[config.mk]
export PLATFORM = sky130hd
export DESIGN_NAME = latency_window_histogram
export DESIGN_NICKNAME = d
export VERILOG_FILES = /design/src/hdl/lwh_pkg.sv /design/src/hdl/latency_window_histogram.sv /design/src/hdl/lwh_bucket_mem.sv /design/src/hdl/lwh_divider.sv
export VERILOG_INCLUDE_DIRS = /design/src /design/src/hdl
export SDC_FILE = /design/constraint.sdc
export NUM_CORES = 1
export LEC_CHECK = 0
export BUFFER_PORTS_ARGS = -buffer_cell sky130_fd_sc_hd__buf_4
export CAP_MARGIN = 20
export CORE_ASPECT_RATIO = 0.75
export CORE_MARGIN = 1.5
export CORE_UTILIZATION = 25
export DETAILED_ROUTE_END_ITERATION = 10
export GPL_TIMING_DRIVEN = 1
export SLEW_MARGIN = 20
export SYNTH_ARGS = -nofsm -noshare
export SYNTH_HDL_FRONTEND = slang
export SYNTH_SLANG_ARGS = --single-unit
export TNS_END_PERCENT = 20
[constraint.sdc]
create_clock -name clk -period 4.8 [get_ports clk]
set_input_delay 1.44 -clock clk [delete_from_list [all_inputs] [get_ports clk]]
set_output_delay 1.44 -clock clk [all_outputs]
set_load 0.03 [all_outputs]
[src/hdl/assert_macros.svh]
// assertion macros shared by the rtl files
`ifndef ASSERT_MACROS_SVH
`define ASSERT_MACROS_SVH

`ifndef SYNTH
// same-cycle implication, sampled on clk, off during reset
`define LWH_ASSERT_IMP(label, ante, cons) \
	label: assert property (@(posedge clk) disable iff (!arst_n) (ante) |-> (cons)) \
		else $error("lwh assertion failed");
// next-cycle implication
`define LWH_ASSERT_NXT(label, ante, cons) \
	label: assert property (@(posedge clk) disable iff (!arst_n) (ante) |=> (cons)) \
		else $error("lwh assertion failed");
`else
`define LWH_ASSERT_IMP(label, ante, cons)
`define LWH_ASSERT_NXT(label, ante, cons)
`endif

`endif

[src/hdl/lwh_pkg.sv]
// types, constants and bucketing functions of the latency histogram
`timescale 1ns / 1ps

package lwh_pkg;

	localparam int unsigned SAMPLE_W    = 24;
	localparam int unsigned WLEN_W      = 16;
	localparam int unsigned CNT_W       = 16;
	localparam int unsigned SUM_W       = 40;
	localparam int unsigned AVG_W       = 24;
	localparam int unsigned BKT_W       = 16;
	localparam int unsigned IDX_W       = 4;
	localparam int unsigned NUM_LIMITS  = 10;
	localparam int unsigned NBINS       = NUM_LIMITS + 1;
	localparam int unsigned BIN_W       = $clog2(NBINS);
	localparam int unsigned DIV_CNT_W   = $clog2(SUM_W + 1);
	localparam int unsigned OUT_TDATA_W = 3 * SAMPLE_W + BKT_W;

	localparam logic [SAMPLE_W-1:0] MIN_RESET  = SAMPLE_W'(10000000);
	localparam logic [WLEN_W-1:0]   WLEN_RESET = WLEN_W'(1000);

	typedef enum logic [2:0] {
		ST_IDLE,
		ST_DIV,
		ST_REP_RD,
		ST_REP_OUT,
		ST_BKT_RD,
		ST_BKT_WR
	} lwh_state_t;

	typedef struct packed {
		logic             en;
		logic [BIN_W-1:0] addr;
	} bkt_rd_t;

	typedef struct packed {
		logic             en;
		logic [BIN_W-1:0] addr;
		logic [BKT_W-1:0] data;
	} bkt_wr_t;

	// upper bucket limits; entries past the tenth never match
	function automatic logic [SAMPLE_W-1:0] limit_at(int unsigned i);
		logic [SAMPLE_W-1:0] lim;
		case (i)
			0:       lim = SAMPLE_W'(10);
			1:       lim = SAMPLE_W'(20);
			2:       lim = SAMPLE_W'(30);
			3:       lim = SAMPLE_W'(40);
			4:       lim = SAMPLE_W'(50);
			5:       lim = SAMPLE_W'(100);
			6:       lim = SAMPLE_W'(500);
			7:       lim = SAMPLE_W'(1000);
			8:       lim = SAMPLE_W'(2000);
			9:       lim = SAMPLE_W'(5000);
			default: lim = '0;
		endcase
		return lim;
	endfunction

	// first bucket whose limit lies above the sample, else overflow
	function automatic logic [BIN_W-1:0] bin_of(logic [SAMPLE_W-1:0] v);
		logic [BIN_W-1:0] b;
		b = BIN_W'(NUM_LIMITS);
		for (int i = int'(NUM_LIMITS) - 1; i >= 0; i--) begin
			if (v < limit_at(i)) begin
				b = BIN_W'(i);
			end
		end
		return b;
	endfunction

endpackage

[src/hdl/latency_window_histogram.sv]
// latency window histogram top level: control sequencer, window registers, output beat register
// sequence: a sample that closes no window takes the accept, bucket read and bucket write states
// a sample that closes a window takes the accept state, the bit-serial divide of the 40-bit
// sum, a read state and an output state per bucket beat over 11 buckets, then the bucket
// update; output stalls hold the report beats
// throughput: one sample at a time, a new beat is taken only in idle, the 40-step divider and
// the read and output states per bucket in the walk of the bucket memory set the window-end cost
// reset: async active low; window length 1000, sum/count/max cleared, min 10000000, buckets zero
`timescale 1ns / 1ps
`include "assert_macros.svh"

module latency_window_histogram import lwh_pkg::*; (
	input  logic                   clk,
	input  logic                   arst_n,
	// configuration: window length
	input  logic                   cfg_valid,
	output logic                   cfg_ready,
	input  logic [WLEN_W-1:0]      cfg_data,
	// sample input
	input  logic                   s_axis_tvalid,
	output logic                   s_axis_tready,
	input  logic [SAMPLE_W-1:0]    s_axis_tdata,  // sample_us[23:0]
	// report output
	output logic                   m_axis_tvalid,
	input  logic                   m_axis_tready,
	// window_average[23:0], window_min[47:24], window_max[71:48], bucket_count[87:72]
	output logic [OUT_TDATA_W-1:0] m_axis_tdata,
	output logic [IDX_W-1:0]       m_axis_tuser,  // bucket_index[3:0]
	output logic                   m_axis_tlast   // last_of_report
);

	// control state
	lwh_state_t state_q, state_d;

	// configuration and window state
	logic [WLEN_W-1:0]   wlen_q;
	logic [SUM_W-1:0]    sum_q;
	logic [CNT_W-1:0]    count_q;
	logic [SAMPLE_W-1:0] min_q;
	logic [SAMPLE_W-1:0] max_q;

	// current sample
	logic [SAMPLE_W-1:0] sample_q;
	logic [BIN_W-1:0]    bin_q;
	logic                pos_q;

	// report sequencing
	logic [AVG_W-1:0]    avg_q;
	logic [BIN_W-1:0]    idx_q;

	// output beat register
	logic                   m_valid_q;
	logic [OUT_TDATA_W-1:0] m_data_q;
	logic [IDX_W-1:0]       m_user_q;
	logic                   m_last_q;

	// datapath nets
	logic                s_acc;
	logic                report_now;
	logic                out_free;
	logic                idx_last;
	logic                div_start;
	logic                div_done;
	logic [SUM_W-1:0]    div_quo;
	logic [SUM_W:0]      sum_add;
	logic [SAMPLE_W-1:0] in_sample;
	bkt_rd_t             rd_req;
	bkt_wr_t             wr_req;
	logic [BKT_W-1:0]    rd_data;

	assign in_sample  = s_axis_tdata;
	assign s_acc      = s_axis_tvalid && s_axis_tready;
	// a window closes once the count reaches the length, also after the length was shortened
	assign report_now = (count_q >= wlen_q);
	assign out_free   = !m_valid_q || m_axis_tready;
	assign idx_last   = (idx_q == BIN_W'(NUM_LIMITS));
	assign sum_add    = {1'b0, sum_q} + (SUM_W + 1)'(in_sample);
	assign cfg_ready  = 1'b1;

	lwh_divider u_div (
		.clk      (clk),
		.arst_n   (arst_n),
		.start    (div_start),
		.dividend (sum_q),
		.divisor  (count_q),
		.done     (div_done),
		.quotient (div_quo)
	);

	lwh_bucket_mem u_mem (
		.clk     (clk),
		.arst_n  (arst_n),
		.rd_req  (rd_req),
		.rd_data (rd_data),
		.wr_req  (wr_req)
	);

	// next state
	always_comb begin
		state_d = state_q;
		unique case (state_q)
			ST_IDLE: begin
				if (s_acc) begin
					state_d = report_now ? ST_DIV : ST_BKT_RD;
				end
			end
			ST_DIV: begin
				if (div_done) begin
					state_d = ST_REP_RD;
				end
			end
			ST_REP_RD: state_d = ST_REP_OUT;
			ST_REP_OUT: begin
				if (out_free) begin
					state_d = idx_last ? ST_BKT_RD : ST_REP_RD;
				end
			end
			ST_BKT_RD: state_d = ST_BKT_WR;
			ST_BKT_WR: state_d = ST_IDLE;
			default:   state_d = ST_IDLE;
		endcase
	end

	// sequencer outputs: handshake, divider start, memory requests
	always_comb begin
		s_axis_tready = 1'b0;
		div_start     = 1'b0;
		rd_req        = '0;
		wr_req        = '0;
		unique case (state_q)
			ST_IDLE: begin
				s_axis_tready = 1'b1;
				div_start     = s_axis_tvalid && report_now;
			end
			ST_REP_RD: begin
				rd_req.en   = 1'b1;
				rd_req.addr = idx_q;
			end
			ST_REP_OUT: begin
				// bucket is cleared as its beat is loaded
				wr_req.en   = out_free;
				wr_req.addr = idx_q;
				wr_req.data = '0;
			end
			ST_BKT_RD: begin
				rd_req.en   = 1'b1;
				rd_req.addr = bin_q;
			end
			ST_BKT_WR: begin
				// saturating increment, zero samples leave the buckets alone
				wr_req.en   = pos_q;
				wr_req.addr = bin_q;
				wr_req.data = (rd_data == '1) ? rd_data : rd_data + BKT_W'(1);
			end
			default: begin
				s_axis_tready = 1'b0;
			end
		endcase
	end

	always_ff @(posedge clk or negedge arst_n) begin
		if (!arst_n) begin
			state_q <= ST_IDLE;
		end else begin
			state_q <= state_d;
		end
	end

	// configuration register
	always_ff @(posedge clk or negedge arst_n) begin
		if (!arst_n) begin
			wlen_q <= WLEN_RESET;
		end else if (cfg_valid && cfg_ready) begin
			wlen_q <= cfg_data;
		end
	end

	// window sum, count, min and max
	always_ff @(posedge clk or negedge arst_n) begin
		if (!arst_n) begin
			sum_q   <= '0;
			count_q <= '0;
			min_q   <= MIN_RESET;
			max_q   <= '0;
		end else begin
			if (s_acc && !report_now) begin
				sum_q <= sum_add[SUM_W] ? '1 : sum_add[SUM_W-1:0];
				if (count_q != '1) begin
					count_q <= count_q + CNT_W'(1);
				end
			end
			if (state_q == ST_REP_OUT && out_free && idx_last) begin
				sum_q   <= '0;
				count_q <= '0;
				min_q   <= MIN_RESET;
				max_q   <= '0;
			end
			if (state_q == ST_BKT_WR) begin
				if (pos_q && sample_q < min_q) begin
					min_q <= sample_q;
				end
				if (sample_q > max_q) begin
					max_q <= sample_q;
				end
			end
		end
	end

	// sample capture and report index
	always_ff @(posedge clk) begin
		if (s_acc) begin
			sample_q <= in_sample;
			bin_q    <= bin_of(in_sample);
			pos_q    <= (in_sample != '0);
			idx_q    <= '0;
		end else if (state_q == ST_REP_OUT && out_free && !idx_last) begin
			idx_q <= idx_q + BIN_W'(1);
		end
		if (div_done) begin
			// empty window averages to zero, the mean is clamped to 24 bits
			if (count_q == '0) begin
				avg_q <= '0;
			end else if (div_quo[SUM_W-1:AVG_W] != '0) begin
				avg_q <= '1;
			end else begin
				avg_q <= div_quo[AVG_W-1:0];
			end
		end
	end

	// output beat register
	always_ff @(posedge clk or negedge arst_n) begin
		if (!arst_n) begin
			m_valid_q <= 1'b0;
		end else if (state_q == ST_REP_OUT && out_free) begin
			m_valid_q <= 1'b1;
		end else if (m_axis_tready) begin
			m_valid_q <= 1'b0;
		end
	end

	always_ff @(posedge clk) begin
		if (state_q == ST_REP_OUT && out_free) begin
			m_data_q <= {rd_data, max_q, min_q, avg_q};
			m_user_q <= IDX_W'(idx_q);
			m_last_q <= idx_last;
		end
	end

	assign m_axis_tvalid = m_valid_q;
	assign m_axis_tdata  = m_data_q;
	assign m_axis_tuser  = m_user_q;
	assign m_axis_tlast  = m_last_q;

	// the last beat of a report always carries the overflow bucket
	`LWH_ASSERT_IMP(a_last_is_overflow, m_axis_tvalid && m_axis_tlast, m_axis_tuser == IDX_W'(NUM_LIMITS))
	// the divider only finishes while the sequencer waits for it
	`LWH_ASSERT_IMP(a_div_done_in_div, div_done, state_q == ST_DIV)
	// the running minimum never takes a zero sample
	`LWH_ASSERT_IMP(a_min_positive, 1'b1, min_q != '0)
	// a closing sample always starts the divider
	`LWH_ASSERT_NXT(a_report_starts_div, s_acc && report_now, state_q == ST_DIV)

endmodule

[src/hdl/lwh_bucket_mem.sv]
// bucket counter memory, one write and one registered read port, reads zero until written
`timescale 1ns / 1ps

module lwh_bucket_mem import lwh_pkg::*; (
	input  logic             clk,
	input  logic             arst_n,
	input  bkt_rd_t          rd_req,
	output logic [BKT_W-1:0] rd_data,
	input  bkt_wr_t          wr_req
);

	logic [BKT_W-1:0] mem [NBINS];
	logic [NBINS-1:0] valid_q;
	logic [BKT_W-1:0] rd_data_q;

	always_ff @(posedge clk or negedge arst_n) begin
		if (!arst_n) begin
			valid_q <= '0;
		end else if (wr_req.en) begin
			valid_q[wr_req.addr] <= 1'b1;
		end
	end

	always_ff @(posedge clk) begin
		if (wr_req.en) begin
			mem[wr_req.addr] <= wr_req.data;
		end
	end

	always_ff @(posedge clk) begin
		if (rd_req.en) begin
			rd_data_q <= valid_q[rd_req.addr] ? mem[rd_req.addr] : '0;
		end
	end

	assign rd_data = rd_data_q;

endmodule

[src/hdl/lwh_divider.sv]
// restoring divider, one quotient bit per cycle
`timescale 1ns / 1ps

module lwh_divider import lwh_pkg::*; (
	input  logic             clk,
	input  logic             arst_n,
	input  logic             start,
	input  logic [SUM_W-1:0] dividend,
	input  logic [CNT_W-1:0] divisor,
	output logic             done,
	output logic [SUM_W-1:0] quotient
);

	logic [SUM_W-1:0]     quo_q;
	logic [CNT_W-1:0]     rem_q;
	logic [CNT_W-1:0]     div_q;
	logic [DIV_CNT_W-1:0] cnt_q;
	logic                 done_q;
	logic [CNT_W:0]       rem_sh;
	logic [CNT_W+1:0]     diff;

	assign rem_sh = {rem_q, quo_q[SUM_W-1]};
	assign diff   = {1'b0, rem_sh} - {2'b00, div_q};

	always_ff @(posedge clk or negedge arst_n) begin
		if (!arst_n) begin
			cnt_q  <= '0;
			done_q <= 1'b0;
		end else if (start) begin
			cnt_q  <= DIV_CNT_W'(SUM_W);
			done_q <= 1'b0;
		end else begin
			done_q <= (cnt_q == DIV_CNT_W'(1));
			if (cnt_q != '0) begin
				cnt_q <= cnt_q - DIV_CNT_W'(1);
			end
		end
	end

	always_ff @(posedge clk) begin
		if (start) begin
			quo_q <= dividend;
			rem_q <= '0;
			div_q <= divisor;
		end else if (cnt_q != '0) begin
			if (!diff[CNT_W+1]) begin
				rem_q <= diff[CNT_W-1:0];
				quo_q <= {quo_q[SUM_W-2:0], 1'b1};
			end else begin
				rem_q <= rem_sh[CNT_W-1:0];
				quo_q <= {quo_q[SUM_W-2:0], 1'b0};
			end
		end
	end

	assign done     = done_q;
	assign quotient = quo_q;

endmodule

== Yosys cells after proc, flatten, opt, wreduce, memory -nomap -nowiden ==
Memories as Yosys holds them, arrays and structs flattened. A register that Yosys moved wholly into a read port is not among the register bits.
Cells that the tools add are included.

* Register bits after elaboration: 364
* Memory bits (writable): 176
* Input port bits: 45
* Output and inout port bits: 96
* Logic and storage cells: 145
* Memories: 1

* Add/subtract/negate cells: 6
* $lt $le $gt $ge: 16
* Equal/unequal tests: 12
* Multiplexer cells: 58
* Bitwise gates (word level): 1
* Reductions and logical operators: 27

{| class="wikitable"
|+ Memory list
! memory !! depth !! width !! rd ports !! clocked after memory_dff !! write ports !! RTL line !! text
|-
| u_mem.mem || 11 || 16 || 1 || 1 || 1 || lwh_bucket_mem.sv:12 || <nowiki>logic [BKT_W-1:0] mem [NBINS];</nowiki>
|}

{| class="wikitable"
|+ Operator list
! cell !! count
|-
| 2-to-1 mux 24 bit || 17
|-
| < comparator 24 bit || 11
|-
| 2-to-1 mux 40 bit || 5
|-
| 2-to-1 mux 16 bit || 5
|-
| one-hot mux 21 bit (2 select lines) || 1
|-
| adder 40 x 24 -> 41 bit || 1
|-
| adder 16 x 1 -> 16 bit (second input constant) || 2
|-
| 2-to-1 mux 3 bit || 9
|-
| greater-than comparator 24 bit || 1
|-
| nonzero test 24 bit || 1
|-
| subtractor 17 x 16 -> 18 bit || 1
|-
| equality test 16 bit (second input constant) || 1
|-
| greater-or-equal comparator 16 bit || 1
|-
| zero test 16 bit || 1
|-
| != test 16 bit (second input constant) || 1
|-
| nonzero test 16 bit || 1
|-
| one-hot mux 3 bit (5 select lines) || 1
|-
| 2-to-1 mux 6 bit || 2
|-
| 2-to-1 mux 1 bit || 11
|-
| bitwise OR 11 bit || 1
|-
| < comparator 4 x 5 -> 1 bit (second input constant) || 2
|-
| one-hot mux 5 bit (2 select lines) || 1
|-
| logical AND 1 bit || 8
|-
| 2-to-1 mux 2 bit || 4
|-
| 22 further kinds || 31
|}

== Depth between registers and ports, before layout ==
Gate-level depths: netlist (run 1).

* Depth after elaboration: 14
* Mapped depth: 12
* Gate-level depth less buffers: 11

== Cells and area by module ==
A second synthesis (run 1) with hierarchy kept.

* Cells, all modules: 1942
* Area total of the unflattened synthesis: 25857.3 um^2

{| class="wikitable"
|+ By module, submodules not included
! module !! times used !! cells each !! area an instance (um^2) !! sequential area each (um^2)
|-
| latency_window_histogram || 1 || 1222 || 13716.9 || 7584.8
|-
| lwh_bucket_mem || 1 || 370 || 7912.6 || 6040.8
|-
| lwh_divider || 1 || 350 || 4227.8 || 2177.1
|}

== Worst setup path before layout (run 1) ==
OpenSTA, ideal clock, no wires.

* Kind: input to register
* Start: input m_axis_tready
* End: register min_q[10]
* Library setup time: 0.060 ns
* Data arrival time: 3.947 ns
* Data required time: 4.740 ns
* Path slack: 0.793 ns
* Stages: 9
* Path buffers: 1
* Cell sequence: nand2b_1 > nand2_1 > inv_2 > nand2_2 > nand2_1 > a2bb2oi_1 > o21a_1 > buf_2 > o221a_2

* Word-level cells in the longest chain between the ends: 6

{| class="wikitable"
|+ Ends and longest elaborated chain
! item !! RTL line !! text
|-
| start: declaration || latency_window_histogram.sv:25 || <nowiki>input logic m_axis_tready,</nowiki>
|-
| logical OR 1 bit * || latency_window_histogram.sv:75 || <nowiki>assign out_free = !m_valid_q || m_axis_tready;</nowiki>
|-
| logical AND 1 bit * (2 in a row) || latency_window_histogram.sv:192 || <nowiki>if (state_q == ST_REP_OUT && out_free && idx_last) begin</nowiki>
|-
| 2-to-1 mux 24 bit * || latency_window_histogram.sv:192 ||
|-
| 2-to-1 mux 24 bit || latency_window_histogram.sv:199 || <nowiki>if (pos_q && sample_q < min_q) begin</nowiki>
|-
| 2-to-1 mux 24 bit * || latency_window_histogram.sv:198 || <nowiki>if (state_q == ST_BKT_WR) begin</nowiki>
|-
| end signal: assignment || latency_window_histogram.sv:200 || <nowiki>min_q <= sample_q;</nowiki>
|-
| end: declaration || latency_window_histogram.sv:39 || <nowiki>logic [SAMPLE_W-1:0] min_q;</nowiki>
|}

Mark *: on every way between the ends. The rest lies on a longest branch, timed or not.
A chain may end at the register's enable or synchronous reset.

== Worst setup path in the final report (run 1) ==
* Start: input s_axis_tdata[0]
* End: register sum_q[2]

* Word-level cells in the longest chain between the ends: 4

{| class="wikitable"
|+ Ends and longest elaborated chain
! item !! RTL line !! text
|-
| start: declaration || latency_window_histogram.sv:22 || <nowiki>input logic [SAMPLE_W-1:0] s_axis_tdata,</nowiki>
|-
| adder 40 x 24 -> 41 bit || latency_window_histogram.sv:77 || <nowiki>assign sum_add = {1'b0, sum_q} + (SUM_W + 1)'(in_sample);</nowiki>
|-
| 2-to-1 mux 40 bit || latency_window_histogram.sv:187 || <nowiki>sum_q <= sum_add[SUM_W] ? '1 : sum_add[SUM_W-1:0];</nowiki>
|-
| 2-to-1 mux 40 bit || latency_window_histogram.sv:186 || <nowiki>if (s_acc && !report_now) begin</nowiki>
|-
| 2-to-1 mux 40 bit || latency_window_histogram.sv:192 ||
|-
| end signal: assignment || latency_window_histogram.sv:187 ||
|-
| end: declaration || latency_window_histogram.sv:37 || <nowiki>logic [SUM_W-1:0] sum_q;</nowiki>
|}

No other way between the ends. The select of a mux whose other input is x is not followed.

==> impl_metrics.xml, run 1 <==
<?xml version="1.0" encoding="UTF-8"?>
<metrics>
  <group name="run_status">
    <metric name="status" unit="">finished clean</metric>
  </group>
  <group name="floorplanning">
    <metric name="design.die.area" unit="sq um">105000</metric>
    <metric name="core-area" unit="sq um">102000</metric>
    <metric name="floorplan.io_pins" unit="">141</metric>
    <metric name="chipWidth" unit="um">374</metric>
    <metric name="die_h" unit="um">281</metric>
    <metric name="rows" unit="">101</metric>
    <metric name="floorplan.initialDensity" unit="%">25.3</metric>
  </group>
  <group name="global_route">
    <metric name="global_route.usage.total" unit="%">12.3</metric>
    <metric name="grt_first_pass_wirelength" unit="um">100000</metric>
    <metric name="global_route.overflow_total" unit="">0</metric>
    <metric name="grt_pass1_vias" unit="">16200</metric>
    <metric name="maximum_number_of_pins_on_one_net_before_global_route_repair" unit="">92</metric>
    <metric name="initial_antenna_violation_count" unit="">2</metric>
  </group>
  <group name="critical_path">
    <metric name="cp_max_fo" unit="">9</metric>
    <metric name="worst-endpoint-required" unit="ns">5.28</metric>
    <metric name="rrSetupSlack" unit="ns">1.46</metric>
    <metric name="setup.worst_path.class" unit="">input port to flop</metric>
    <metric name="setup.worst_path.start_class" unit="">input port</metric>
    <metric name="crit_path_end_kind" unit="">flop</metric>
    <metric name="worst_ep_arrival_time" unit="ns">4.27</metric>
  </group>
  <group name="power_and_ir_drop">
    <metric name="power_per_cell_area" unit="nW/um^2">585</metric>
    <metric name="power.leakage" unit="nW">11.6</metric>
    <metric name="irDropWorstVdd" unit="mV">0.305</metric>
  </group>
  <group name="detailed_routing">
    <metric name="number_of_optimization_iterations_in_the_first_detailed_route_pass" unit="">5</metric>
    <metric name="antenna_violating_nets_post_route" unit="">0</metric>
    <metric name="dr.first_iter.drc_count" unit="">1457</metric>
    <metric name="route.detailed.vias_per_inst" unit="">4.63</metric>
    <metric name="avgRoutedWirePerCell" unit="um">18.1</metric>
    <metric name="postRouteWirelength" unit="um">65300</metric>
    <metric name="detail_route.drc_violations" unit="">0</metric>
    <metric name="vias" unit="">16700</metric>
  </group>
  <group name="sta">
    <metric name="fin_worst_skew" unit="ns">0.0371</metric>
    <metric name="timing.final.hold_violations" unit="">0</metric>
    <metric name="slew_violations" unit="">0</metric>
    <metric name="unrepaired_setup_endpoints_after_global_routing" unit="">no</metric>
    <metric name="relSlewSlack" unit="%">32.9</metric>
    <metric name="timing.setup.tns" unit="ns">0</metric>
    <metric name="worst-slew-pin-transition" unit="ns">1.01</metric>
    <metric name="timing.final.crit_period" unit="ns">3.79</metric>
    <metric name="final_period_util" unit="%">78.9</metric>
    <metric name="finalSetupViolCount" unit="">0</metric>
    <metric name="finalWorstSetupSlack" unit="ns">1.01</metric>
    <metric name="maxClockFrequency" unit="GHz">0.264</metric>
  </group>
  <group name="cells_and_area">
    <metric name="drive_gt1_share" unit="%">17.4</metric>
    <metric name="fillers" unit="">10300</metric>
    <metric name="area_growth" unit="%">18.1</metric>
    <metric name="final_layout_net_count" unit="">2373</metric>
  </group>
  <group name="clock_network">
    <metric name="cts_hold_buffers" unit="">0</metric>
    <metric name="clock_sinks" unit="">556</metric>
    <metric name="numCtsBuffers" unit="">59</metric>
    <metric name="cts_resized" unit="">0</metric>
    <metric name="cts.path.max_buffers" unit="">3</metric>
    <metric name="cts_tree" unit="">done</metric>
    <metric name="clkLatencyLatePin" unit="ns">0.63</metric>
    <metric name="clockRootBuffer" unit="">sky130_fd_sc_hd__clkbuf_16</metric>
    <metric name="cts_max_level" unit="">2</metric>
    <metric name="cts_setup_buffers" unit="">0</metric>
    <metric name="worst_setup_hold_path_clk_slew" unit="ns">0.06</metric>
  </group>
  <group name="yosys">
    <metric name="syn-num-nets" unit="">2228</metric>
    <metric name="distinct_cell_type_count_of_the_synthesized_netlist" unit="">95</metric>
    <metric name="synth_area_per_cell" unit="sq um">12.4</metric>
    <metric name="portion_of_netlist_area_occupied_by_mux_cells" unit="%">5.54</metric>
    <metric name="ys_async_sr_fraction" unit="%">25.5</metric>
    <metric name="ys.warnings.count" unit="">0</metric>
    <metric name="synthAdderAreaFrac" unit="%">5.50</metric>
    <metric name="post-synth-top-area-fraction" unit="%">46.0</metric>
    <metric name="largest_family_of_logic_cells_by_synthesized_area" unit="">simple AND/OR/NAND/NOR gates</metric>
    <metric name="ys.flop_type" unit="">sky130_fd_sc_hd__edfxtp_1</metric>
    <metric name="flops_latches_synth" unit="">556</metric>
    <metric name="synth_enable_flop_cells" unit="">394</metric>
    <metric name="synth_simple_gate_area_share" unit="%">11.6</metric>
    <metric name="synth_top_cell_by_area" unit="">sky130_fd_sc_hd__edfxtp_1</metric>
    <metric name="sequential_to_total_area_share_from_yosys_stat" unit="%">61.4</metric>
    <metric name="synth_cells" unit="">2071</metric>
    <metric name="fraction_of_the_mapped_netlist_area_in_compound_gates" unit="%">10.9</metric>
    <metric name="yosys-top-cells-area" unit="">sky130_fd_sc_hd__edfxtp_1 (46%), sky130_fd_sc_hd__dfrtp_1 (12%), sky130_fd_sc_hd__ha_1 (5.3%)</metric>
    <metric name="yosysMostFrequentCell" unit="">sky130_fd_sc_hd__edfxtp_1</metric>
    <metric name="synth_commonest_cells" unit="">sky130_fd_sc_hd__edfxtp_1 (394), sky130_fd_sc_hd__nand2_1 (270), sky130_fd_sc_hd__dfrtp_1 (128)</metric>
    <metric name="total_standard_cell_area_after_synthesis" unit="sq um">25700</metric>
    <metric name="synthesized_area_fraction_occupied_by_xor_and_xnor_cells" unit="%">1.90</metric>
  </group>
  <group name="placed_design">
    <metric name="routabilityCongestion" unit="">0.835</metric>
    <metric name="pre_cts_slack" unit="ns">0.420</metric>
    <metric name="dpl.hpwl" unit="um">44900</metric>
    <metric name="numPortBuffers" unit="">139</metric>
  </group>
  <group name="worst_hold_path">
    <metric name="min-delay-path-class" unit="">flop to flop</metric>
  </group>
  <group name="flow_run">
    <metric name="cap_viol_max_count" unit="">0</metric>
  </group>
</metrics>
-- metal layers --
| metal | up-vias | track usage, % | share of wire [%] |
|---|---|---|---|
| li1 | 7984 | - | - |
| met1 | 8244 | 18.7 | 52 |
| met2 | 390 | 17.7 | 41 |
| met3 | 94 | 1.97 | 4.7 |
| met4 | 0 | 3.49 | 2.3 |
| met5 | - | 0 | 0 |
-- stage by stage --
stage | utilization, % | cells | instance area, sq um | hold WS [ns] | total power [mW]
finish | 29.9 | 3610 | 30400 | 0.419 | 17.8
global route | 29.9 | 3603 | 30400 | 0.429 | 18.9
CTS | 29.9 | 3603 | 30400 | 0.420 | 17.9
detailed placement | 27.9 | 3494 | 28400 | 0.405 | 13.1
global placement | 27.9 | 3494 | 28400 | 0.403 | 13.1
floorplan | - | 2071 | 25700 | 0.400 | 11.2
-- cell usage in the layout, fill, tap and decap left out, types with 9 or more instances in the layout --
| master | n |
|---|---|
| sky130_fd_sc_hd__a211oi_1 | 10 |
| sky130_fd_sc_hd__a21o_1 | 23 |
| sky130_fd_sc_hd__a21oi_1 | 93 |
| sky130_fd_sc_hd__a311oi_1 | 9 |
| sky130_fd_sc_hd__a31oi_1 | 22 |
| sky130_fd_sc_hd__and2_1 | 14 |
| sky130_fd_sc_hd__and3_1 | 22 |
| sky130_fd_sc_hd__buf_4 | 169 |
| sky130_fd_sc_hd__bufinv_16 | 9 |
| sky130_fd_sc_hd__clkbuf_1 | 11 |
| sky130_fd_sc_hd__clkbuf_16 | 59 |
| sky130_fd_sc_hd__clkinv_2 | 11 |
| sky130_fd_sc_hd__dfrtp_1 | 128 |
| sky130_fd_sc_hd__dfstp_2 | 14 |
| sky130_fd_sc_hd__dfxtp_1 | 20 |
| sky130_fd_sc_hd__edfxtp_1 | 394 |
| sky130_fd_sc_hd__ha_1 | 110 |
| sky130_fd_sc_hd__inv_1 | 105 |
| sky130_fd_sc_hd__mux2_2 | 23 |
| sky130_fd_sc_hd__mux2i_1 | 38 |
| sky130_fd_sc_hd__mux4_2 | 34 |
| sky130_fd_sc_hd__nand2_1 | 269 |
| sky130_fd_sc_hd__nand3_1 | 60 |
| sky130_fd_sc_hd__nand3b_1 | 12 |
| sky130_fd_sc_hd__nand4_1 | 34 |
| sky130_fd_sc_hd__nor2_1 | 111 |
| sky130_fd_sc_hd__nor2b_1 | 12 |
| sky130_fd_sc_hd__nor3_1 | 21 |
| sky130_fd_sc_hd__nor4_1 | 16 |
| sky130_fd_sc_hd__o211a_1 | 18 |
| sky130_fd_sc_hd__o211ai_1 | 22 |
| sky130_fd_sc_hd__o21a_1 | 30 |
| sky130_fd_sc_hd__o21ai_0 | 97 |
| sky130_fd_sc_hd__o21ai_1 | 24 |
| sky130_fd_sc_hd__or2_2 | 19 |
| sky130_fd_sc_hd__xnor2_1 | 26 |
| sky130_fd_sc_hd__xor2_1 | 30 |
-- power breakdown --
group	switching, mW	total (mW)	internal (mW)
logic	3.35	5.70	2.35
registers	0.829	7.38	6.55
clock network	1.93	4.71	2.78
-- path summary, 6_finish.rpt --
| kind | start | endpoint | depth (start not counted) |
|---|---|---|---|
| max reg2reg | sum_q[0] | sum_q[2] | 10 |
| min in group asynchronous | arst_n | wlen_q[13] | 1 |
| max in group asynchronous | arst_n | min_q[9] | 2 |
| min reg2reg | avg_q[9] | m_axis_tdata[9] | 0 |
| min | avg_q[9] | m_axis_tdata[9] | 0 |
| max | s_axis_tdata[0] | sum_q[2] | 11 |
-- kinds of logic (layout without fill, tap and decap cells) --
| family | Yosys count | after routing |
|---|---|---|
| XOR/XNOR | 56 | 56 |
| AND/OR/NAND/NOR | 636 | 636 |
| buffers and inverters | 196 | 389 |
| multiplexers | 97 | 97 |
| other | 1 | 8 |
| flip-flops | 556 | 556 |
| AO/OA/AOI/OAI | 417 | 417 |
| adder cells (fa/ha/maj) | 112 | 112 |
-- state kept, by name (all words and copies together), names as in the netlist, 3 cells and up --
name	flops
u_mem.mem	176
m_axis_tdata	88
sum_q	40
u_div.quotient	40
avg_q	24
max_q	24
min_q	24
sample_q	24
count_q	16
u_div.div_q	16
u_div.rem_q	16
u_mem.rd_data	16
wlen_q	16
u_mem.valid_q	11
u_div.cnt_q	6
bin_q	4
idx_q	4
m_axis_tuser	4
state_q	3
-- cell type report --
class / count / area, sq um / share of cell area [%]
Clock inverter: 37 / 444 / 1.46
Multi-Input combinational cell: 1319 / 9180 / 30.2
Antenna cell: 7 / 17.5 / 0.0576
Inverter: 107 / 404 / 1.33
Timing Repair Buffer: 173 / 1340 / 4.41
Clock buffer: 72 / 1550 / 5.08
Sequential cell: 556 / 15800 / 52.0
Tap cell: 1339 / 1680 / 5.51
-- worst max-delay path: stages --
cell and delay (ns):
sky130_fd_sc_hd__buf_4 0.12, sky130_fd_sc_hd__ha_1 0.21, sky130_fd_sc_hd__fa_1 0.43, sky130_fd_sc_hd__a211oi_1 0.23
sky130_fd_sc_hd__nor2_1 0.12, sky130_fd_sc_hd__a211o_1 0.34, sky130_fd_sc_hd__a211oi_4 0.44, sky130_fd_sc_hd__o311ai_4 0.17
sky130_fd_sc_hd__a21oi_2 0.43, sky130_fd_sc_hd__buf_4 0.25, sky130_fd_sc_hd__a21oi_1 0.07
(Power assumes the default switching activity.)
==> inputs of run 2 (changes only) <==
==> constraint.sdc (replaced) <==
create_clock -name clk -period 4 [get_ports clk]
set_input_delay 1.2 -clock clk [delete_from_list [all_inputs] [get_ports clk]]
set_output_delay 1.2 -clock clk [all_outputs]
set_load 0.03 [all_outputs]
==> impl_metrics.xml, run 2 (synthesis gave the netlist of run 1 again) <==
<?xml version="1.0" encoding="UTF-8"?>
<metrics>
  <group name="run_status">
    <metric name="status" unit="">finished clean</metric>
  </group>
  <group name="clock_network">
    <metric name="clockRootBuffer" unit="">sky130_fd_sc_hd__clkbuf_16</metric>
    <metric name="cts_tree" unit="">done</metric>
    <metric name="cts_resized" unit="">0</metric>
    <metric name="numCtsBuffers" unit="">59</metric>
    <metric name="cts_setup_buffers" unit="">0</metric>
    <metric name="worst_setup_hold_path_clk_slew" unit="ns">0.06</metric>
    <metric name="cts_hold_buffers" unit="">0</metric>
    <metric name="cts.path.max_buffers" unit="">3</metric>
    <metric name="cts_max_level" unit="">2</metric>
    <metric name="clkLatencyLatePin" unit="ns">0.64</metric>
    <metric name="clock_sinks" unit="">556</metric>
  </group>
  <group name="detailed_routing">
    <metric name="antenna_violating_nets_post_route" unit="">0</metric>
    <metric name="number_of_optimization_iterations_in_the_first_detailed_route_pass" unit="">5</metric>
    <metric name="detail_route.drc_violations" unit="">0</metric>
    <metric name="dr.first_iter.drc_count" unit="">1432</metric>
    <metric name="route.detailed.vias_per_inst" unit="">4.61</metric>
    <metric name="vias" unit="">16700</metric>
    <metric name="avgRoutedWirePerCell" unit="um">18.1</metric>
    <metric name="postRouteWirelength" unit="um">65700</metric>
  </group>
  <group name="critical_path">
    <metric name="crit_family" unit="">compound AO/OA/AOI/OAI gates</metric>
    <metric name="setup.worst_path.start_class" unit="">flop</metric>
    <metric name="worst-endpoint-required" unit="ns">4.39</metric>
    <metric name="worstPathCellList" unit="">inv_1 -&gt; ha_1 -&gt; a21oi_1 -&gt; o21ai_1 -&gt; o21ai_0 -&gt; o21ai_0 -&gt; buf_4 -&gt; nand2_2 -&gt; inv_2 -&gt; buf_4 -&gt; nand2_1 -&gt; nand2_1</metric>
    <metric name="crit_path_end_kind" unit="">flop</metric>
    <metric name="worst_r2r_path_depth" unit="">12</metric>
    <metric name="critical_path.max_stage_delay" unit="ns">0.55</metric>
    <metric name="worst_ep_arrival_time" unit="ns">3.77</metric>
    <metric name="number_of_buffer_and_inverter_instances_along_the_worst_setup_path" unit="">4</metric>
    <metric name="crit_slowest_cell" unit="">sky130_fd_sc_hd__o21ai_0</metric>
    <metric name="cp_max_fo" unit="">26</metric>
    <metric name="setup.worst_path.class" unit="">flop to flop</metric>
    <metric name="path_depth" unit="">12</metric>
  </group>
  <group name="worst_hold_path">
    <metric name="worst_hold_path.num_cells" unit="">0</metric>
    <metric name="min-delay-path-class" unit="">flop to flop</metric>
  </group>
  <group name="sta">
    <metric name="timing.final.crit_period" unit="ns">3.39</metric>
    <metric name="maxClockFrequency" unit="GHz">0.295</metric>
    <metric name="timing.final.hold_violations" unit="">0</metric>
    <metric name="relSlewSlack" unit="%">32.9</metric>
    <metric name="fin_worst_skew" unit="ns">0.0343</metric>
    <metric name="timing.setup.tns" unit="ns">0</metric>
    <metric name="finalSetupViolCount" unit="">0</metric>
    <metric name="unrepaired_setup_endpoints_after_global_routing" unit="">no</metric>
    <metric name="worst-slew-pin-transition" unit="ns">0.999</metric>
    <metric name="slew_violations" unit="">0</metric>
    <metric name="final_period_util" unit="%">84.7</metric>
  </group>
  <group name="floorplanning">
    <metric name="core-area" unit="sq um">102000</metric>
    <metric name="floorplan.initialDensity" unit="%">25.3</metric>
    <metric name="rows" unit="">101</metric>
    <metric name="chipWidth" unit="um">374</metric>
    <metric name="die_h" unit="um">281</metric>
    <metric name="floorplan.io_pins" unit="">141</metric>
    <metric name="design.die.area" unit="sq um">105000</metric>
  </group>
  <group name="cells_and_area">
    <metric name="regMostFlops" unit="">u_mem.mem</metric>
    <metric name="area_growth" unit="%">18.5</metric>
    <metric name="final_layout_net_count" unit="">2390</metric>
    <metric name="largest_register_ffs" unit="">176</metric>
    <metric name="drive_gt1_share" unit="%">18.1</metric>
    <metric name="post_route_standard_cell_area_excluding_fillers" unit="sq um">30500</metric>
    <metric name="final_common_cell" unit="">sky130_fd_sc_hd__edfxtp_1</metric>
    <metric name="leading_cell_types_in_the_layout_fill_and_taps_excluded" unit="">sky130_fd_sc_hd__edfxtp_1 (394), sky130_fd_sc_hd__nand2_1 (269), sky130_fd_sc_hd__buf_4 (186)</metric>
    <metric name="instances_no_fill" unit="">3624</metric>
  </group>
  <group name="global_route">
    <metric name="initial_antenna_violation_count" unit="">1</metric>
    <metric name="maximum_number_of_pins_on_one_net_before_global_route_repair" unit="">69</metric>
    <metric name="global_route.overflow_total" unit="">0</metric>
    <metric name="grt_first_pass_wirelength" unit="um">101000</metric>
    <metric name="grt_pass1_vias" unit="">16100</metric>
    <metric name="global_route.usage.total" unit="%">12.4</metric>
  </group>
  <group name="placed_design">
    <metric name="placedCellCount" unit="">3511</metric>
    <metric name="numPortBuffers" unit="">139</metric>
    <metric name="place_area" unit="sq um">28500</metric>
    <metric name="routabilityCongestion" unit="">0.850</metric>
    <metric name="dpl.hpwl" unit="um">45500</metric>
  </group>
  <group name="power_and_ir_drop">
    <metric name="irDropWorstVdd" unit="mV">0.398</metric>
    <metric name="power_per_cell_area" unit="nW/um^2">699</metric>
    <metric name="power.leakage" unit="nW">11.7</metric>
  </group>
  <group name="flow_run">
    <metric name="cap_viol_max_count" unit="">0</metric>
  </group>
</metrics>
-- run 2: cell types whose count changed in the layout (fill, tap and decap cells not counted), moves of 2 or more --
cell	previous run	this run
sky130_fd_sc_hd__buf_4	169	186
sky130_fd_sc_hd__diode_2	7	1
sky130_fd_sc_hd__clkbuf_8	2	7
sky130_fd_sc_hd__bufinv_16	9	5
sky130_fd_sc_hd__inv_6	3	0
sky130_fd_sc_hd__clkbuf_16	59	61
sky130_fd_sc_hd__clkinv_2	11	13
sky130_fd_sc_hd__clkinv_4	1	3
-- run 2: cell type report --
type,count,area [sq um]
antenna,1,2.50
clock buffer,80,1670
clock inverter,32,314
fill,10300,71100
inverter,107,404
multi-input combinational,1319,9170
sequential,556,15800
tap,1339,1680
timing repair buffer,190,1470
-- run 2: worst paths after layout --
path,from,to,slack (ns)
min in group asynchronous,arst_n,wlen_q[0],0.57
worst min-delay path,avg_q[14],m_axis_tdata[14],0.41
worst max-delay path,wlen_q[9],u_div.quotient[23],0.61
max in group asynchronous,arst_n,min_q[23],2.61
worst min register to register,avg_q[14],m_axis_tdata[14],0.41
worst max register to register,wlen_q[9],u_div.quotient[23],0.61
-- run 2: report_power, final --
part	switching [mW]	internal, mW	leakage [nW]
Sequential	1.02	7.86	5.57
Combinational	3.99	2.89	5.14
Clock	2.31	3.25	0.970
Total	7.32	14.0	11.7
-- run 2: layer usage --
layer | vias up | global-route usage, % | routed length [um] | share of wire (%)
met4 | 2 | 3.37 | 1410 | 2.1
met2 | 402 | 18.2 | 27200 | 41
met5 | - | 0 | 8 | 0.012
met3 | 91 | 2.14 | 3490 | 5.3
li1 | 7998 | - | - | -
met1 | 8214 | 18.6 | 33500 | 51
-- run 2: through the flow --
| stage | hold slack [ns] | util (%) | setup WS [ns] | power, mW |
|---|---|---|---|---|
| after detailed placement | 0.405 | 28.1 | 0.0662 | 15.9 |
| after floorplan | 0.400 | - | 0.182 | 13.5 |
| final | 0.413 | 30.0 | 0.612 | 21.3 |
| after global placement | 0.403 | 28.1 | 0.0420 | 15.8 |
| after global routing | 0.428 | 30.0 | 0.308 | 22.7 |
| after CTS | 0.420 | 30.0 | 0.587 | 21.5 |
==> inputs of run 3 (changes only) <==
==> constraint.sdc (replaced) <==
create_clock -name clk -period 3.5 [get_ports clk]
set_input_delay 1.05 -clock clk [delete_from_list [all_inputs] [get_ports clk]]
set_output_delay 1.05 -clock clk [all_outputs]
set_load 0.03 [all_outputs]
==> impl_metrics.xml, run 3 (synthesis gave the netlist of run 1 again) <==
<?xml version="1.0" encoding="UTF-8"?>
<metrics>
  <group name="clock_network">
    <metric name="cts_max_level" unit="">2</metric>
    <metric name="cts_tree" unit="">done</metric>
    <metric name="worst_setup_hold_path_clk_slew" unit="ns">0.06</metric>
    <metric name="cts_setup_buffers" unit="">0</metric>
    <metric name="clock_sinks" unit="">556</metric>
    <metric name="clkLatencyLatePin" unit="ns">0.63</metric>
    <metric name="numCtsBuffers" unit="">59</metric>
    <metric name="clockRootBuffer" unit="">sky130_fd_sc_hd__clkbuf_16</metric>
    <metric name="cts.path.max_buffers" unit="">3</metric>
  </group>
  <group name="global_route">
    <metric name="grt_first_pass_wirelength" unit="um">102000</metric>
    <metric name="maximum_number_of_pins_on_one_net_before_global_route_repair" unit="">69</metric>
    <metric name="grt_pass1_vias" unit="">16500</metric>
    <metric name="initial_antenna_violation_count" unit="">2</metric>
    <metric name="global_route.overflow_total" unit="">0</metric>
    <metric name="global_route.usage.total" unit="%">12.5</metric>
  </group>
  <group name="floorplanning">
    <metric name="design.die.area" unit="sq um">105000</metric>
    <metric name="die_h" unit="um">281</metric>
    <metric name="floorplan.io_pins" unit="">141</metric>
    <metric name="floorplan.initialDensity" unit="%">25.3</metric>
    <metric name="chipWidth" unit="um">374</metric>
    <metric name="rows" unit="">101</metric>
    <metric name="core-area" unit="sq um">102000</metric>
  </group>
  <group name="cells_and_area">
    <metric name="drive_gt1_share" unit="%">20.0</metric>
    <metric name="largest_register_ffs" unit="">176</metric>
    <metric name="regMostFlops" unit="">u_mem.mem</metric>
    <metric name="leading_cell_types_in_the_layout_fill_and_taps_excluded" unit="">sky130_fd_sc_hd__edfxtp_1 (394), sky130_fd_sc_hd__nand2_1 (268), sky130_fd_sc_hd__buf_4 (223)</metric>
    <metric name="final_common_cell" unit="">sky130_fd_sc_hd__edfxtp_1</metric>
    <metric name="final_layout_net_count" unit="">2441</metric>
    <metric name="area_growth" unit="%">21.0</metric>
    <metric name="post_route_standard_cell_area_excluding_fillers" unit="sq um">31200</metric>
    <metric name="diodes" unit="">0</metric>
  </group>
  <group name="run_status">
    <metric name="status" unit="">finished clean</metric>
  </group>
  <group name="detailed_routing">
    <metric name="dr.first_iter.drc_count" unit="">1254</metric>
    <metric name="vias" unit="">16900</metric>
    <metric name="routed-wl-met3" unit="um">3320</metric>
    <metric name="wl_met2" unit="um">27800</metric>
    <metric name="detail_route.wirelength.met1" unit="um">34200</metric>
    <metric name="avgRoutedWirePerCell" unit="um">18.1</metric>
    <metric name="postRouteWirelength" unit="um">66400</metric>
    <metric name="route.detailed.vias_per_inst" unit="">4.61</metric>
    <metric name="number_of_optimization_iterations_in_the_first_detailed_route_pass" unit="">5</metric>
    <metric name="antenna_violating_nets_post_route" unit="">0</metric>
    <metric name="detail_route.drc_violations" unit="">0</metric>
    <metric name="highest-signal-layer" unit="">met5</metric>
  </group>
  <group name="critical_path">
    <metric name="crit_slowest_cell" unit="">sky130_fd_sc_hd__o21ai_2</metric>
    <metric name="setup.worst_path.start_class" unit="">flop</metric>
    <metric name="worst-endpoint-required" unit="ns">4.01</metric>
    <metric name="critical_path.max_stage_delay" unit="ns">0.66</metric>
    <metric name="cell_seen_most_often_among_critical_path_stages" unit="">sky130_fd_sc_hd__a21o_1</metric>
    <metric name="crit_path_end_kind" unit="">flop</metric>
    <metric name="worst_ep_arrival_time" unit="ns">3.74</metric>
    <metric name="setup.worst_path.class" unit="">flop to flop</metric>
    <metric name="cp_max_fo" unit="">14</metric>
    <metric name="worstPathCellList" unit="">ha_1 -&gt; a21o_1 -&gt; a21o_1 -&gt; a21oi_1 -&gt; o21ai_0 -&gt; a211o_1 -&gt; o21ai_2 -&gt; buf_12 -&gt; mux2_2</metric>
  </group>
  <group name="sta">
    <metric name="final_period_util" unit="%">92.4</metric>
    <metric name="timing.final.crit_period" unit="ns">3.24</metric>
    <metric name="worst-slew-pin-transition" unit="ns">0.888</metric>
    <metric name="fin_worst_skew" unit="ns">0.0397</metric>
    <metric name="fin_hold_ws" unit="ns">0.413</metric>
    <metric name="slew_violations" unit="">0</metric>
    <metric name="timing.final.hold_violations" unit="">0</metric>
    <metric name="relSlewSlack" unit="%">40.7</metric>
    <metric name="finalSetupViolCount" unit="">0</metric>
    <metric name="unrepaired_setup_endpoints_after_global_routing" unit="">no</metric>
    <metric name="timing.setup.tns" unit="ns">0</metric>
    <metric name="maxClockFrequency" unit="GHz">0.309</metric>
  </group>
  <group name="placed_design">
    <metric name="dpl.hpwl" unit="um">46600</metric>
    <metric name="routabilityCongestion" unit="">0.853</metric>
    <metric name="place_area" unit="sq um">29100</metric>
    <metric name="numPortBuffers" unit="">139</metric>
  </group>
  <group name="flow_run">
    <metric name="cap_viol_max_count" unit="">0</metric>
  </group>
  <group name="worst_hold_path">
    <metric name="min-delay-path-class" unit="">input port to asynchronous set/reset pin</metric>
  </group>
  <group name="power_and_ir_drop">
    <metric name="power.leakage" unit="nW">12.0</metric>
    <metric name="power_per_cell_area" unit="nW/um^2">802</metric>
    <metric name="post_layout_power" unit="mW">25.0</metric>
    <metric name="irDropWorstVdd" unit="mV">0.420</metric>
  </group>
</metrics>
run 3: path summary, 6_finish.rpt:
kind	depth (start not counted)	slack, ns	to	start
worst max-delay path	9	0.26	max_q[11]	sample_q[5]
worst min-delay path	1	0.41	wlen_q[10]	arst_n
worst max register to register	9	0.26	max_q[11]	sample_q[5]
worst min register to register	0	0.42	m_axis_tdata[7]	avg_q[7]
max in group asynchronous	2	2.17	min_q[12]	arst_n
min in group clk	0	0.42	m_axis_tdata[7]	avg_q[7]
run 3: critical path, delay by kind of cell, from the launching register on:
family / cells / cell delay, ns
buf+inv: 1 / 0.24
compound gates: 6 / 1.68
mux: 1 / 0.35
flops: 1 / 0.50
fa+ha+maj: 1 / 0.34
run 3: repair_timing:
item                       4_1_cts  5_1_grt
gates resized for setup          0        1
setup endpoints to repair        0        1
hold buffers                     0        0
run 3: power by group:
part | internal, mW | leakage (nW) | switching [mW]
registers | 8.97 | 5.57 | 1.11
clock network | 3.96 | 0.999 | 2.69
logic | 3.58 | 5.43 | 4.67
run 3: cell type report:
| class | count | area [sq um] |
|---|---|---|
| Clock buffer | 68 | 1530 |
| Clock inverter | 43 | 534 |
| Fill cell | 10200 | 70400 |
| Inverter | 107 | 404 |
| Multi-Input combinational cell | 1319 | 9170 |
| Sequential cell | 556 | 15800 |
| Tap cell | 1339 | 1680 |
| Timing Repair Buffer | 241 | 2030 |
run 3: per-layer routing:
layer	track usage, %	up-vias
met4	3.06	4
met1	19.1	8340
met5	0	-
met3	1.96	82
li1	-	8095
met2	18.2	395
run 3: stage by stage:
stage / util (%) / cells / worst slack [ns]
after floorplan: - / 2071 / -0.117
after global placement: 28.6 / 3561 / -0.201
after detailed placement: 28.6 / 3562 / -0.214
after CTS: 30.7 / 3673 / 0.189
after global routing: 30.7 / 3673 / 0.106
final: 30.7 / 3673 / 0.264
